$ cat src/plc_pkg.sv
// Shared types and constants for the piecewise linear curve block.
// Depends on nothing; imported by plc_req_if, plc_front, plc_back and the top.
`timescale 1ns / 1ps

package plc_pkg;

   // Width of the points_in_use register and of the scan counters
   localparam int COUNT_WIDTH = 5;
   // Width of the breakpoint slot field of a load transaction
   localparam int INDEX_WIDTH = 4;

   // Meaning of the action field of an input transaction
   typedef enum logic [0:0] {
      ACT_EVALUATE = 1'b0,
      ACT_LOAD     = 1'b1
   } action_type;

   // Command classes passed from the front end to the back end
   typedef enum logic [1:0] {
      CMD_LOAD  = 2'd0,
      CMD_EVAL  = 2'd1,
      CMD_EMPTY = 2'd2
   } cmd_op_type;

   // Control part of one queued command
   typedef struct packed {
      cmd_op_type             op;
      logic [COUNT_WIDTH-1:0] count;
      logic [INDEX_WIDTH-1:0] index;
   } cmd_ctrl_type;

   localparam int CMD_CTRL_WIDTH = $bits(cmd_ctrl_type);

endpackage

$ cat src/plc_req_if.sv
// Input channel of the curve block: valid/ready handshake with load and
// evaluate payload. Depends on plc_pkg.
`timescale 1ns / 1ps

interface plc_req_if #(
   parameter int DATA_WIDTH = 32
);
   import plc_pkg::*;

   logic                          valid;
   logic                          ready;
   logic                          action;
   logic signed [DATA_WIDTH-1:0]  sample;
   logic [INDEX_WIDTH-1:0]        point_index;
   logic signed [DATA_WIDTH-1:0]  point_x;
   logic signed [DATA_WIDTH-1:0]  point_y;

   modport source (
      output valid, action, sample, point_index, point_x, point_y,
      input  ready
   );

   modport sink (
      input  valid, action, sample, point_index, point_x, point_y,
      output ready
   );

endinterface

$ cat src/plc_rsp_if.sv
// Result channel of the curve block: valid/ready handshake carrying the
// curve value and the empty-table flag. No package dependency.
`timescale 1ns / 1ps

interface plc_rsp_if #(
   parameter int DATA_WIDTH = 32
);
   logic                          valid;
   logic                          ready;
   logic signed [DATA_WIDTH-1:0]  curve_value;
   logic                          table_empty;

   modport source (
      output valid, curve_value, table_empty,
      input  ready
   );

   modport sink (
      input  valid, curve_value, table_empty,
      output ready
   );

endinterface

$ cat src/plc_front.sv
// Front end: accepts input transactions, classifies them into commands and
// queues all but out-of-range loads. Depends on plc_pkg and plc_req_if.
`timescale 1ns / 1ps

module plc_front #(
   parameter int DATA_WIDTH = 32,
   parameter int MAX_POINTS = 16
) (
   plc_req_if.sink                        req,
   input  logic [plc_pkg::COUNT_WIDTH-1:0] points_in_use,
   output logic                           push_valid,
   input  logic                           push_ready,
   output plc_pkg::cmd_ctrl_type          push_ctrl,
   output logic [DATA_WIDTH-1:0]          push_word_a,
   output logic [DATA_WIDTH-1:0]          push_word_b
);
   import plc_pkg::*;

   logic                   is_load;
   logic                   drop_load;
   logic [COUNT_WIDTH-1:0] clamped_count;

   // Classify the transaction and clamp the point count
   always_comb begin
      is_load       = (action_type'(req.action) == ACT_LOAD);
      drop_load     = is_load && (int'(req.point_index) >= MAX_POINTS);
      clamped_count = (int'(points_in_use) > MAX_POINTS) ?
                      COUNT_WIDTH'(MAX_POINTS) : points_in_use;

      push_ctrl.count = clamped_count;
      push_ctrl.index = req.point_index;
      priority if (is_load) begin
         push_ctrl.op = CMD_LOAD;
      end else if (clamped_count == '0) begin
         push_ctrl.op = CMD_EMPTY;
      end else begin
         push_ctrl.op = CMD_EVAL;
      end

      push_word_a = is_load ? req.point_x : req.sample;
      push_word_b = req.point_y;
   end

   // Drop loads to slots beyond the table without touching the queue
   assign push_valid = req.valid && !drop_load;
   assign req.ready  = push_ready || drop_load;

endmodule

$ cat src/plc_queue.sv
// Two-entry command queue between the front end and the back end.
// Generic payload width; no package dependency.
`timescale 1ns / 1ps

module plc_queue #(
   parameter int WIDTH = 8
) (
   input  logic             clock,
   input  logic             reset,
   input  logic             push_valid,
   output logic             push_ready,
   input  logic [WIDTH-1:0] push_data,
   output logic             pop_valid,
   input  logic             pop_ready,
   output logic [WIDTH-1:0] pop_data
);
   localparam int DEPTH = 2;
   localparam int PTR_WIDTH = $clog2(DEPTH);
   localparam int FILL_WIDTH = $clog2(DEPTH + 1);

   logic [WIDTH-1:0]      slot_ff [DEPTH];
   logic [PTR_WIDTH-1:0]  wr_ptr_ff, wr_ptr_in;
   logic [PTR_WIDTH-1:0]  rd_ptr_ff, rd_ptr_in;
   logic [FILL_WIDTH-1:0] fill_ff, fill_in;
   logic                  do_push, do_pop;

   assign push_ready = (fill_ff != FILL_WIDTH'(DEPTH));
   assign pop_valid  = (fill_ff != '0);
   assign pop_data   = slot_ff[rd_ptr_ff];

   // Advance pointers and fill level
   always_comb begin
      do_push   = push_valid && push_ready;
      do_pop    = pop_valid && pop_ready;
      wr_ptr_in = do_push ? wr_ptr_ff + 1'b1 : wr_ptr_ff;
      rd_ptr_in = do_pop ? rd_ptr_ff + 1'b1 : rd_ptr_ff;
      fill_in   = fill_ff;
      if (do_push && !do_pop) begin
         fill_in = fill_ff + 1'b1;
      end else if (do_pop && !do_push) begin
         fill_in = fill_ff - 1'b1;
      end
   end

   always_ff @(posedge clock) begin
      if (do_push) begin
         slot_ff[wr_ptr_ff] <= push_data;
      end
      if (reset) begin
         wr_ptr_ff <= '0;
         rd_ptr_ff <= '0;
         fill_ff   <= '0;
      end else begin
         wr_ptr_ff <= wr_ptr_in;
         rd_ptr_ff <= rd_ptr_in;
         fill_ff   <= fill_in;
      end
   end

endmodule

$ cat src/plc_muldiv.sv
// Iterative unit computing a * b / d for unsigned operands: shift-add
// multiply, one bit a cycle, then restoring division, one bit a cycle.
// No package dependency.
`timescale 1ns / 1ps

module plc_muldiv #(
   parameter int OP_WIDTH = 33
) (
   input  logic                clock,
   input  logic                reset,
   input  logic                start,
   input  logic [OP_WIDTH-1:0] op_a,
   input  logic [OP_WIDTH-1:0] op_b,
   input  logic [OP_WIDTH-1:0] op_d,
   output logic                done,
   output logic [OP_WIDTH-1:0] quotient,
   output logic                overflow
);
   localparam int STEP_WIDTH = $clog2(OP_WIDTH);

   typedef enum logic [1:0] {
      MD_IDLE,
      MD_MUL,
      MD_CHECK,
      MD_DIV
   } md_state_type;

   md_state_type            state_ff, state_in;
   logic [2*OP_WIDTH-1:0]   acc_ff, acc_in;
   logic [OP_WIDTH-1:0]     mplier_ff, mplier_in;
   logic [OP_WIDTH-1:0]     mcand_ff, mcand_in;
   logic [OP_WIDTH-1:0]     div_ff, div_in;
   logic [OP_WIDTH-1:0]     rem_ff, rem_in;
   logic [OP_WIDTH-1:0]     quot_ff, quot_in;
   logic [STEP_WIDTH-1:0]   step_ff, step_in;
   logic                    ovf_ff, ovf_in;
   logic                    done_ff, done_in;
   logic [OP_WIDTH:0]       rem_shift;
   logic [OP_WIDTH:0]       rem_diff;
   logic                    rem_ge;

   assign done     = done_ff;
   assign quotient = quot_ff;
   assign overflow = ovf_ff;

   always_comb begin
      state_in  = state_ff;
      acc_in    = acc_ff;
      mplier_in = mplier_ff;
      mcand_in  = mcand_ff;
      div_in    = div_ff;
      rem_in    = rem_ff;
      quot_in   = quot_ff;
      step_in   = step_ff;
      ovf_in    = ovf_ff;
      done_in   = 1'b0;
      rem_shift = {rem_ff, quot_ff[OP_WIDTH-1]};
      rem_diff  = rem_shift - {1'b0, div_ff};
      rem_ge    = (rem_shift >= {1'b0, div_ff});

      unique case (state_ff)
         MD_IDLE: begin
            if (start) begin
               mplier_in = op_a;
               mcand_in  = op_b;
               div_in    = op_d;
               acc_in    = '0;
               step_in   = STEP_WIDTH'(OP_WIDTH - 1);
               state_in  = MD_MUL;
            end
         end
         // Accumulate the product, multiplier MSB first
         MD_MUL: begin
            acc_in    = {acc_ff[2*OP_WIDTH-2:0], 1'b0} +
                        (mplier_ff[OP_WIDTH-1] ? {{OP_WIDTH{1'b0}}, mcand_ff} : '0);
            mplier_in = {mplier_ff[OP_WIDTH-2:0], 1'b0};
            if (step_ff == '0) begin
               state_in = MD_CHECK;
            end else begin
               step_in = step_ff - 1'b1;
            end
         end
         // A high half not below the divisor means the quotient is too wide
         MD_CHECK: begin
            if (acc_ff[2*OP_WIDTH-1:OP_WIDTH] >= div_ff) begin
               ovf_in   = 1'b1;
               done_in  = 1'b1;
               state_in = MD_IDLE;
            end else begin
               ovf_in   = 1'b0;
               rem_in   = acc_ff[2*OP_WIDTH-1:OP_WIDTH];
               quot_in  = acc_ff[OP_WIDTH-1:0];
               step_in  = STEP_WIDTH'(OP_WIDTH - 1);
               state_in = MD_DIV;
            end
         end
         // One restoring division step, quotient bits shift in from the right
         MD_DIV: begin
            rem_in  = rem_ge ? rem_diff[OP_WIDTH-1:0] : rem_shift[OP_WIDTH-1:0];
            quot_in = {quot_ff[OP_WIDTH-2:0], rem_ge};
            if (step_ff == '0) begin
               done_in  = 1'b1;
               state_in = MD_IDLE;
            end else begin
               step_in = step_ff - 1'b1;
            end
         end
         default: begin
            state_in = MD_IDLE;
         end
      endcase
   end

   always_ff @(posedge clock) begin
      acc_ff    <= acc_in;
      mplier_ff <= mplier_in;
      mcand_ff  <= mcand_in;
      div_ff    <= div_in;
      rem_ff    <= rem_in;
      quot_ff   <= quot_in;
      step_ff   <= step_in;
      ovf_ff    <= ovf_in;
      if (reset) begin
         state_ff <= MD_IDLE;
         done_ff  <= 1'b0;
      end else begin
         state_ff <= state_in;
         done_ff  <= done_in;
      end
   end

endmodule

$ cat src/plc_back.sv
// Back end: holds the breakpoint table, scans it for evaluate commands,
// drives the interpolation unit and registers the result transaction.
// Depends on plc_pkg, plc_rsp_if and plc_muldiv.
`timescale 1ns / 1ps

module plc_back #(
   parameter int DATA_WIDTH = 32,
   parameter int MAX_POINTS = 16
) (
   input  logic                  clock,
   input  logic                  reset,
   input  logic                  pop_valid,
   output logic                  pop_ready,
   input  plc_pkg::cmd_ctrl_type pop_ctrl,
   input  logic [DATA_WIDTH-1:0] pop_word_a,
   input  logic [DATA_WIDTH-1:0] pop_word_b,
   plc_rsp_if.source             rsp
);
   import plc_pkg::*;

   localparam int W = DATA_WIDTH;
   localparam int ADDR_WIDTH = $clog2(MAX_POINTS);
   localparam logic signed [W+2:0] SUM_MAX = {4'b0000, {(W-1){1'b1}}};
   localparam logic signed [W+2:0] SUM_MIN = {4'b1111, {(W-1){1'b0}}};
   localparam logic [W-1:0] OUT_MAX = {1'b0, {(W-1){1'b1}}};
   localparam logic [W-1:0] OUT_MIN = {1'b1, {(W-1){1'b0}}};

   typedef enum logic [2:0] {
      BK_IDLE,
      BK_SCAN,
      BK_DIFF,
      BK_START,
      BK_WAIT,
      BK_EMIT
   } bk_state_type;

   // Breakpoint table, one word of {x, y} per slot
   logic [2*W-1:0]          table_mem [MAX_POINTS];
   logic [2*W-1:0]          entry_ff;
   logic [ADDR_WIDTH-1:0]   rd_addr;
   logic [ADDR_WIDTH-1:0]   wr_addr;
   logic                    wr_en;

   bk_state_type            state_ff, state_in;
   logic signed [W-1:0]     sample_ff, sample_in;
   logic [COUNT_WIDTH-1:0]  count_ff, count_in;
   logic [COUNT_WIDTH-1:0]  idx_ff, idx_in;
   logic signed [W-1:0]     prev_x_ff, prev_x_in;
   logic signed [W-1:0]     prev_y_ff, prev_y_in;
   logic [W:0]              dx_ff, dx_in;
   logic [W:0]              din_ff, din_in;
   logic [W:0]              dy_ff, dy_in;
   logic                    neg_ff, neg_in;
   logic [W-1:0]            result_ff, result_in;
   logic                    empty_ff, empty_in;
   logic                    out_valid_ff, out_valid_in;
   logic [W-1:0]            out_value_ff, out_value_in;
   logic                    out_empty_ff, out_empty_in;

   logic signed [W-1:0]     entry_x, entry_y;
   logic                    md_start, md_done, md_overflow;
   logic [W:0]              md_a, md_b, md_d, md_quot;
   logic signed [W+2:0]     py_ext, q_ext, sum;
   logic                    out_free;

   plc_muldiv #(
      .OP_WIDTH (W + 1)
   ) u_muldiv (
      .clock    (clock),
      .reset    (reset),
      .start    (md_start),
      .op_a     (md_a),
      .op_b     (md_b),
      .op_d     (md_d),
      .done     (md_done),
      .quotient (md_quot),
      .overflow (md_overflow)
   );

   assign pop_ready       = (state_ff == BK_IDLE);
   assign rsp.valid       = out_valid_ff;
   assign rsp.curve_value = out_value_ff;
   assign rsp.table_empty = out_empty_ff;

   always_comb begin
      entry_x = entry_ff[2*W-1:W];
      entry_y = entry_ff[W-1:0];
      py_ext  = {{3{prev_y_ff[W-1]}}, prev_y_ff};
      q_ext   = {2'b00, md_quot};
      sum     = neg_ff ? py_ext - q_ext : py_ext + q_ext;
      md_a    = dy_ff[W] ? -dy_ff : dy_ff;
      md_b    = din_ff[W] ? -din_ff : din_ff;
      md_d    = dx_ff[W] ? -dx_ff : dx_ff;
      md_start = 1'b0;
      wr_en   = 1'b0;
      wr_addr = ADDR_WIDTH'(pop_ctrl.index);
      out_free = !out_valid_ff || rsp.ready;

      state_in     = state_ff;
      sample_in    = sample_ff;
      count_in     = count_ff;
      idx_in       = idx_ff;
      prev_x_in    = prev_x_ff;
      prev_y_in    = prev_y_ff;
      dx_in        = dx_ff;
      din_in       = din_ff;
      dy_in        = dy_ff;
      neg_in       = neg_ff;
      result_in    = result_ff;
      empty_in     = empty_ff;
      out_value_in = out_value_ff;
      out_empty_in = out_empty_ff;
      out_valid_in = out_valid_ff && !rsp.ready;

      unique case (state_ff)
         // Take the next command from the queue
         BK_IDLE: begin
            if (pop_valid) begin
               unique case (pop_ctrl.op)
                  CMD_LOAD: begin
                     wr_en = 1'b1;
                  end
                  CMD_EMPTY: begin
                     result_in = '0;
                     empty_in  = 1'b1;
                     state_in  = BK_EMIT;
                  end
                  CMD_EVAL: begin
                     sample_in = pop_word_a;
                     count_in  = pop_ctrl.count;
                     idx_in    = '0;
                     empty_in  = 1'b0;
                     state_in  = BK_SCAN;
                  end
                  default: begin
                     state_in = BK_IDLE;
                  end
               endcase
            end
         end
         // Compare the sample against one breakpoint a cycle
         BK_SCAN: begin
            priority if (sample_ff < entry_x) begin
               if (idx_ff == '0) begin
                  result_in = entry_y;
                  state_in  = BK_EMIT;
               end else begin
                  state_in = BK_DIFF;
               end
            end else if ((sample_ff == entry_x) || (idx_ff == count_ff - 1'b1)) begin
               result_in = entry_y;
               state_in  = BK_EMIT;
            end else begin
               prev_x_in = entry_x;
               prev_y_in = entry_y;
               idx_in    = idx_ff + 1'b1;
            end
         end
         // Register the spans of the bracketing segment
         BK_DIFF: begin
            dx_in    = {entry_x[W-1], entry_x} - {prev_x_ff[W-1], prev_x_ff};
            din_in   = {sample_ff[W-1], sample_ff} - {prev_x_ff[W-1], prev_x_ff};
            dy_in    = {entry_y[W-1], entry_y} - {prev_y_ff[W-1], prev_y_ff};
            state_in = BK_START;
         end
         // Zero span answers zero, else launch the product and quotient
         BK_START: begin
            if (dx_ff == '0) begin
               result_in = '0;
               state_in  = BK_EMIT;
            end else begin
               neg_in   = dx_ff[W] ^ din_ff[W] ^ dy_ff[W];
               md_start = 1'b1;
               state_in = BK_WAIT;
            end
         end
         // Wait for the quotient, apply it with its sign to the lower ordinate and saturate
         BK_WAIT: begin
            if (md_done) begin
               priority if (md_overflow) begin
                  result_in = neg_ff ? OUT_MIN : OUT_MAX;
               end else if (sum > SUM_MAX) begin
                  result_in = OUT_MAX;
               end else if (sum < SUM_MIN) begin
                  result_in = OUT_MIN;
               end else begin
                  result_in = sum[W-1:0];
               end
               state_in = BK_EMIT;
            end
         end
         // Hand the result to the output register once it is free
         BK_EMIT: begin
            if (out_free) begin
               out_valid_in = 1'b1;
               out_value_in = result_ff;
               out_empty_in = empty_ff;
               state_in     = BK_IDLE;
            end
         end
         default: begin
            state_in = BK_IDLE;
         end
      endcase

      rd_addr = ADDR_WIDTH'(idx_in);
   end

   // Table write and registered read
   always_ff @(posedge clock) begin
      if (wr_en) begin
         table_mem[wr_addr] <= {pop_word_a, pop_word_b};
      end
      entry_ff <= table_mem[rd_addr];
   end

   always_ff @(posedge clock) begin
      sample_ff    <= sample_in;
      count_ff     <= count_in;
      idx_ff       <= idx_in;
      prev_x_ff    <= prev_x_in;
      prev_y_ff    <= prev_y_in;
      dx_ff        <= dx_in;
      din_ff       <= din_in;
      dy_ff        <= dy_in;
      neg_ff       <= neg_in;
      result_ff    <= result_in;
      empty_ff     <= empty_in;
      out_value_ff <= out_value_in;
      out_empty_ff <= out_empty_in;
      if (reset) begin
         state_ff     <= BK_IDLE;
         out_valid_ff <= 1'b0;
      end else begin
         state_ff     <= state_in;
         out_valid_ff <= out_valid_in;
      end
   end

endmodule

$ cat src/piecewise_linear_curve.sv
// Piecewise linear curve lookup. A load goes through the queue and is written to the table
// when the back end pops it. An evaluate that the scan decides at breakpoint k passes the
// pop, a scan step for each breakpoint up to k, and the emit; emit waits for a free output.
// Interpolation adds span, launch and wait states for the shift-add multiply and divide.
// The back end takes one command at a time; a two-entry queue keeps input open.
// Reset (synchronous) clears control and points_in_use; the table holds no reset.
`timescale 1ns / 1ps

module piecewise_linear_curve #(
   parameter int MAX_POINTS = 16,
   parameter int DATA_WIDTH = 32
) (
   input  logic        clock,
   input  logic        reset,
   plc_req_if.sink     req_chan,
   plc_rsp_if.source   rsp_chan,
   input  logic        csr_psel,
   input  logic        csr_penable,
   input  logic        csr_pwrite,
   input  logic [2:0]  csr_paddr,
   input  logic [31:0] csr_pwdata,
   output logic [31:0] csr_prdata,
   output logic        csr_pready
);
   import plc_pkg::*;

   localparam int QUEUE_WIDTH = CMD_CTRL_WIDTH + 2 * DATA_WIDTH;

   typedef enum logic [0:0] {
      REG_POINTS_IN_USE = 1'b0
   } csr_reg_type;

   logic [COUNT_WIDTH-1:0]  points_in_use_ff, points_in_use_in;
   logic                    csr_write;
   logic                    reg_hit;

   logic                    push_valid, push_ready;
   cmd_ctrl_type            push_ctrl;
   logic [DATA_WIDTH-1:0]   push_word_a, push_word_b;
   logic                    pop_valid, pop_ready;
   logic [QUEUE_WIDTH-1:0]  pop_data;
   cmd_ctrl_type            pop_ctrl;

   // Register access: write on the access phase, read back the count
   assign csr_pready = 1'b1;
   always_comb begin
      reg_hit          = (csr_paddr[2] == REG_POINTS_IN_USE);
      csr_write        = csr_psel && csr_penable && csr_pwrite && csr_pready;
      points_in_use_in = (csr_write && reg_hit) ?
                         csr_pwdata[COUNT_WIDTH-1:0] : points_in_use_ff;
      csr_prdata       = reg_hit ? {{(32-COUNT_WIDTH){1'b0}}, points_in_use_ff} : '0;
   end

   always_ff @(posedge clock) begin
      if (reset) begin
         points_in_use_ff <= '0;
      end else begin
         points_in_use_ff <= points_in_use_in;
      end
   end

   plc_front #(
      .DATA_WIDTH (DATA_WIDTH),
      .MAX_POINTS (MAX_POINTS)
   ) u_front (
      .req           (req_chan),
      .points_in_use (points_in_use_ff),
      .push_valid    (push_valid),
      .push_ready    (push_ready),
      .push_ctrl     (push_ctrl),
      .push_word_a   (push_word_a),
      .push_word_b   (push_word_b)
   );

   plc_queue #(
      .WIDTH (QUEUE_WIDTH)
   ) u_queue (
      .clock      (clock),
      .reset      (reset),
      .push_valid (push_valid),
      .push_ready (push_ready),
      .push_data  ({push_ctrl, push_word_a, push_word_b}),
      .pop_valid  (pop_valid),
      .pop_ready  (pop_ready),
      .pop_data   (pop_data)
   );

   assign pop_ctrl = cmd_ctrl_type'(pop_data[QUEUE_WIDTH-1 -: CMD_CTRL_WIDTH]);

   plc_back #(
      .DATA_WIDTH (DATA_WIDTH),
      .MAX_POINTS (MAX_POINTS)
   ) u_back (
      .clock      (clock),
      .reset      (reset),
      .pop_valid  (pop_valid),
      .pop_ready  (pop_ready),
      .pop_ctrl   (pop_ctrl),
      .pop_word_a (pop_data[2*DATA_WIDTH-1:DATA_WIDTH]),
      .pop_word_b (pop_data[DATA_WIDTH-1:0]),
      .rsp        (rsp_chan)
   );

endmodule
$ cat src/flat_wrapper.sv
// flat-port wrapper written by rule: the top's interface ports become plain ports
module piecewise_linear_curve_flat import plc_pkg::*;
#(
   parameter int MAX_POINTS = 16,
   parameter int DATA_WIDTH = 32
)
  (clock, reset, csr_psel, csr_penable, csr_pwrite, csr_paddr, csr_pwdata, csr_prdata, csr_pready, req_chan_valid, req_chan_action, req_chan_sample, req_chan_point_index, req_chan_point_x, req_chan_point_y, req_chan_ready, rsp_chan_valid, rsp_chan_curve_value, rsp_chan_table_empty, rsp_chan_ready);
  plc_req_if #(.DATA_WIDTH(DATA_WIDTH)) req_chan_i ();
  plc_rsp_if #(.DATA_WIDTH(DATA_WIDTH)) rsp_chan_i ();
  input  logic clock;
  input  logic reset;
  input  logic csr_psel;
  input  logic csr_penable;
  input  logic csr_pwrite;
  input  logic [2:0] csr_paddr;
  input  logic [31:0] csr_pwdata;
  output logic [31:0] csr_prdata;
  output logic csr_pready;
  input wire logic [$bits(req_chan_i.valid)-1:0] req_chan_valid;
  input wire logic [$bits(req_chan_i.action)-1:0] req_chan_action;
  input wire logic [$bits(req_chan_i.sample)-1:0] req_chan_sample;
  input wire logic [$bits(req_chan_i.point_index)-1:0] req_chan_point_index;
  input wire logic [$bits(req_chan_i.point_x)-1:0] req_chan_point_x;
  input wire logic [$bits(req_chan_i.point_y)-1:0] req_chan_point_y;
  output wire logic [$bits(req_chan_i.ready)-1:0] req_chan_ready;
  output wire logic [$bits(rsp_chan_i.valid)-1:0] rsp_chan_valid;
  output wire logic [$bits(rsp_chan_i.curve_value)-1:0] rsp_chan_curve_value;
  output wire logic [$bits(rsp_chan_i.table_empty)-1:0] rsp_chan_table_empty;
  input wire logic [$bits(rsp_chan_i.ready)-1:0] rsp_chan_ready;
  assign req_chan_i.valid = req_chan_valid;
  assign req_chan_i.action = req_chan_action;
  assign req_chan_i.sample = req_chan_sample;
  assign req_chan_i.point_index = req_chan_point_index;
  assign req_chan_i.point_x = req_chan_point_x;
  assign req_chan_i.point_y = req_chan_point_y;
  assign req_chan_ready = req_chan_i.ready;
  assign rsp_chan_valid = rsp_chan_i.valid;
  assign rsp_chan_curve_value = rsp_chan_i.curve_value;
  assign rsp_chan_table_empty = rsp_chan_i.table_empty;
  assign rsp_chan_i.ready = rsp_chan_ready;
  piecewise_linear_curve #(.MAX_POINTS(MAX_POINTS), .DATA_WIDTH(DATA_WIDTH)) u_core (.clock(clock), .reset(reset), .req_chan(req_chan_i), .rsp_chan(rsp_chan_i), .csr_psel(csr_psel), .csr_penable(csr_penable), .csr_pwrite(csr_pwrite), .csr_paddr(csr_paddr), .csr_pwdata(csr_pwdata), .csr_prdata(csr_prdata), .csr_pready(csr_pready));
endmodule
$ cat config.mk
export PLATFORM = sky130hd
export DESIGN_NAME = piecewise_linear_curve_flat
export DESIGN_NICKNAME = d
export VERILOG_FILES = /design/src/plc_pkg.sv /design/src/plc_req_if.sv /design/src/plc_rsp_if.sv /design/src/plc_front.sv /design/src/plc_queue.sv /design/src/plc_muldiv.sv /design/src/plc_back.sv /design/src/piecewise_linear_curve.sv /design/src/flat_wrapper.sv
export SDC_FILE = /design/constraint.sdc
export NUM_CORES = 2
export LEC_CHECK = 0
export BUFFER_PORTS_ARGS = -buffer_cell sky130_fd_sc_hd__clkbuf_2
export CORE_MARGIN = 2
export CORE_UTILIZATION = 50
export DETAILED_ROUTE_END_ITERATION = 8
export PLACE_DENSITY_LB_ADDON = 0.25
export SLEW_MARGIN = 10
export SYNTH_ARGS = -nofsm -noshare
export SYNTH_HDL_FRONTEND = slang
export SYNTH_SLANG_ARGS = --single-unit
$ cat constraint.sdc
create_clock -name clock -period 26.4 [get_ports clock]
set_input_delay 1.32 -clock clock [delete_from_list [all_inputs] [get_ports clock]]
set_output_delay 1.32 -clock clock [all_outputs]
set_load 0.03 [all_outputs]
==> impl_metrics.json <==
{
  "setup_tns_ns": 0,
  "seqPwrFrac_pct": 41.1,
  "p_per_area_nw_per_um2": 103,
  "grt_max_degree": 147,
  "min_from": "u_core.u_back.result_ff[11]$_DFFE_PP_",
  "vias_per_cell": 5.94,
  "crit_fanout": 84,
  "r2r_slack_ns": 18.24,
  "ctsResizeCount": 0,
  "timing.rr.end": "u_core.u_back.entry_ff[29]$_DFF_P_",
  "max_slew_margin_pct": 22.5,
  "wire_per_inst_um": 23.7,
  "antenna_found_initial": 10,
  "portBuffers": 153,
  "internal-power_mw": 5.99,
  "min_period_over_period_pct": 30.9,
  "cp_slowest_cell": "clkinv_2",
  "p_leak_nw": 31.7,
  "power_frac_comb_pct": 30.9,
  "cts-buffers-inserted": 179,
  "setup_viol": 0,
  "crit_end": "u_core.u_back.entry_ff[29]$_DFF_P_",
  "p_sw_share_pct": 34.3,
  "synth_area_um2": 79100,
  "clkTransAtPathRegs_ns": 0.06,
  "ir_drop_mv": 0.118,
  "grt-ovfl-total": 0,
  "status": "complete, no violations",
  "area_delta_synth_final_pct": 11.6,
  "vias": 48500,
  "post_cts_buffers": 0,
  "cts_tree": "done",
  "startpoint": "u_core.u_back.sample_ff[31]$_DFFE_PP_",
  "power.switching_mw": 3.13,
  "ant_nets": 0,
  "cts_hold_buf": 0,
  "htreeDepth": 4,
  "firstDrtPassIters": 6,
  "path_class": "flop to flop",
  "finalHoldViolCount": 0,
  "dieArea_um2": 161000,
  "crit_chain": "ha_1 -> a21oi_1 -> o21ai_1 -> a2111oi_1 -> buf_4 -> nand4_1 -> and3b_1 -> or3_1 -> mux2_8 -> clkinv_2 -> nor2_4 -> buf_4 -> buf_4 -> a22oi_1 -> o211ai_1 -> and4_1",
  "setup.worst_path.end_class": "flop",
  "die_x_um": 402,
  "totalWireLength_um": 193000,
  "track_usage_pct": 23.6,
  "ys_seq_area_share_pct": 65.9,
  "arrival_ns": 8.81,
  "fmax_ghz": 0.123,
  "critPathBufInv": 4,
  "synth_seq_cells": 1765,
  "synth.avg_cell_area_um2": 13.7,
  "ys.flop_type": "edfxtp_1",
  "synthDistinctLibCells": 83,
  "die_y_um": 402,
  "grt_pass1_vias": 47000,
  "clkSinkCount": 1765,
  "pwr-share-clk_pct": 28.0,
  "required_ns": 27.05,
  "cap_violations": 0,
  "clk_latency_ns": 0.83,
  "reg2reg_depth": 16,
  "drc": 0,
  "period_minus_slack_ns": 8.16,
  "maxSlewViolCount": 0,
  "crit_path_max_incr_delay_ns": 0.88,
  "core_area_um2": 158000,
  "synth_edf_count": 1680,
  "io_pins": 211,
  "rsz0062_at_grt": "false",
  "nets": 6354,
  "yosys_warnings": 0,
  "synth_cells": 5757,
  "initial_core_util_pct": 50.1,
  "cp_num_cells": 16,
  "row_count": 146,
  "start_kind": "flop",
  "place_worst_setup_slack_ns": 18.20,
  "drt_iter0_drc": 4677,
  "cts_root_buf": "clkbuf_16",
  "post-dp-hpwl_um": 119000,
  "worst_slack_ns": 18.24,
  "grt_pass1_wl_um": 290000,
  "cp_top_family": "buffers and inverters",
  "cp_common_cell": "buf_4",
  "clk_path_buf_depth": 3,
  "drive_gt1_share_pct": 11.0,
  "hp-class": "flop to flop",
  "tightest_slew_ns": 1.16,
  "ys_async_sr_fraction_pct": 0,
  "reg2reg_from": "u_core.u_back.sample_ff[31]$_DFFE_PP_",
  "fin_worst_skew_ns": 0.0627,
  "gp_congestion": 0.895
}
sequential cells by signal, indices dropped and copies added, names as in the netlist, 64 cells and up, named ones only:
signal and count:
u_core.u_back.entry_ff 64, u_core.u_back.table_mem 1024, u_core.u_back.u_muldiv.acc_ff 66, u_core.u_queue.slot_ff 150
power groups by stage:
stage | Clock, mW | Combinational [mW] | Sequential [mW]
after global routing | 2.71 | 3.05 | 3.77
after CTS | 2.60 | 2.79 | 3.75
after global placement | 0 | 2.73 | 3.80
final | 2.55 | 2.82 | 3.75
after floorplan | 0 | 1.92 | 3.73
after detailed placement | 0 | 2.78 | 3.80
layout by cell type, fill, tap and decap left out, types with 75 or more instances in the layout:
master	netlist	layout
dfxtp_1	85	84
inv_1	222	220
a21o_1	101	101
mux2i_1	279	279
xor2_1	100	100
edfxtp_1	1680	1680
xnor2_1	212	212
clkbuf_16	0	182
o211ai_1	229	229
nand2_1	457	455
nor2_1	267	247
ha_1	275	275
o21ai_0	206	205
clkbuf_2	0	153
a21oi_1	239	236
nand3_1	75	75
a22oi_1	190	190
mux2_2	105	104
how the worst min path moves through the flow:
stage	to	slack, ns	cells after the start
floorplan	u_core.u_back.rsp.curve_value[0]$_DFFE_PP_	0.40	0
global placement	u_core.u_back.rsp.curve_value[31]$_DFFE_PP_	0.41	0
detailed placement	u_core.u_back.rsp.curve_value[11]$_DFFE_PP_	0.40	0
CTS	u_core.u_back.rsp.curve_value[11]$_DFFE_PP_	0.42	0
global route	u_core.u_back.rsp.curve_value[1]$_DFFE_PP_	0.42	0
finish	u_core.u_back.rsp.curve_value[11]$_DFFE_PP_	0.42	0
through the flow:
step	instances	cell area (um^2)	hold slack, ns	power, mW	util [%]
detailed placement	7821	82300	0.405	6.58	52.2
global route	8154	88300	0.424	9.53	56.0
floorplan	5783	79200	0.400	5.65	-
CTS	8154	88300	0.419	9.13	56.0
global placement	7821	82300	0.406	6.52	52.2
finish	8155	88300	0.417	9.12	56.0
cell type report:
type / instances / area, um^2
Antenna cell: 1 / 2.50
Timing Repair Buffer: 227 / 1330
Sequential cell: 1765 / 52200
Multi-Input combinational cell: 3532 / 25400
Clock buffer: 225 / 4790
Clock inverter: 108 / 1190
Tap cell: 2072 / 2590
Fill cell: 12600 / 69500
Inverter: 225 / 846
cells by family (layout without fill, tap and decap cells):
kind of cell	Yosys count	in the layout	share of synthesized area [%]
other	2	29	0.00949
DFF	1765	1765	65.9
muxes	384	384	5.02
buffers and inverters	486	785	2.50
adders and majority gates	281	281	4.50
xor gates and xnor gates	312	312	3.45
and+or+nand+nor	1259	1259	7.77
AOI/OAI and AO/OA	1268	1268	10.9
Yosys cell counts (all sizes together), types with 19 or more instances:
library cell / count / area (um^2)
a21oi: 239 / 1200
buf: 79 / 453
o21ai: 210 / 1050
nor2b: 52 / 325
nand2b: 39 / 244
clkbuf: 182 / 683
and2: 54 / 338
a22oi: 190 / 1430
nand4: 32 / 200
edfxtp: 1680 / 50400
o211ai: 229 / 1720
o31ai: 37 / 292
a31oi: 25 / 156
mux2i: 279 / 2790
nor3: 59 / 300
or4: 19 / 143
and4: 69 / 604
dfxtp: 85 / 1700
nand2: 458 / 1720
o21a: 39 / 293
inv: 223 / 837
and3: 31 / 194
mux2: 105 / 1180
a32oi: 65 / 569
nand3: 75 / 375
nor4: 25 / 156
ha: 275 / 3440
a21o: 101 / 758
xnor2: 212 / 1860
or3: 46 / 293
a211oi: 19 / 143
nor2: 270 / 1020
xor2: 100 / 876
worst reg2reg max path: cells and delay by family (launching register included):
family          cells  cell delay (ns)
fa+ha+maj           1             0.38
simple gates        5             2.29
buf+inv             4             2.65
compound gates      5             1.41
flops               1             0.42
mux                 1             0.82
per-layer routing:
layer | global-route usage, % | part of all wire, % | vias up
li1 | - | - | 22400
met1 | 33.7 | 44 | 24200
met2 | 37.6 | 47 | 1646
met3 | 3.84 | 7.3 | 285
met4 | 6.18 | 2.3 | 4
met5 | 0 | 0.076 | -
(Power assumes the default switching activity.)
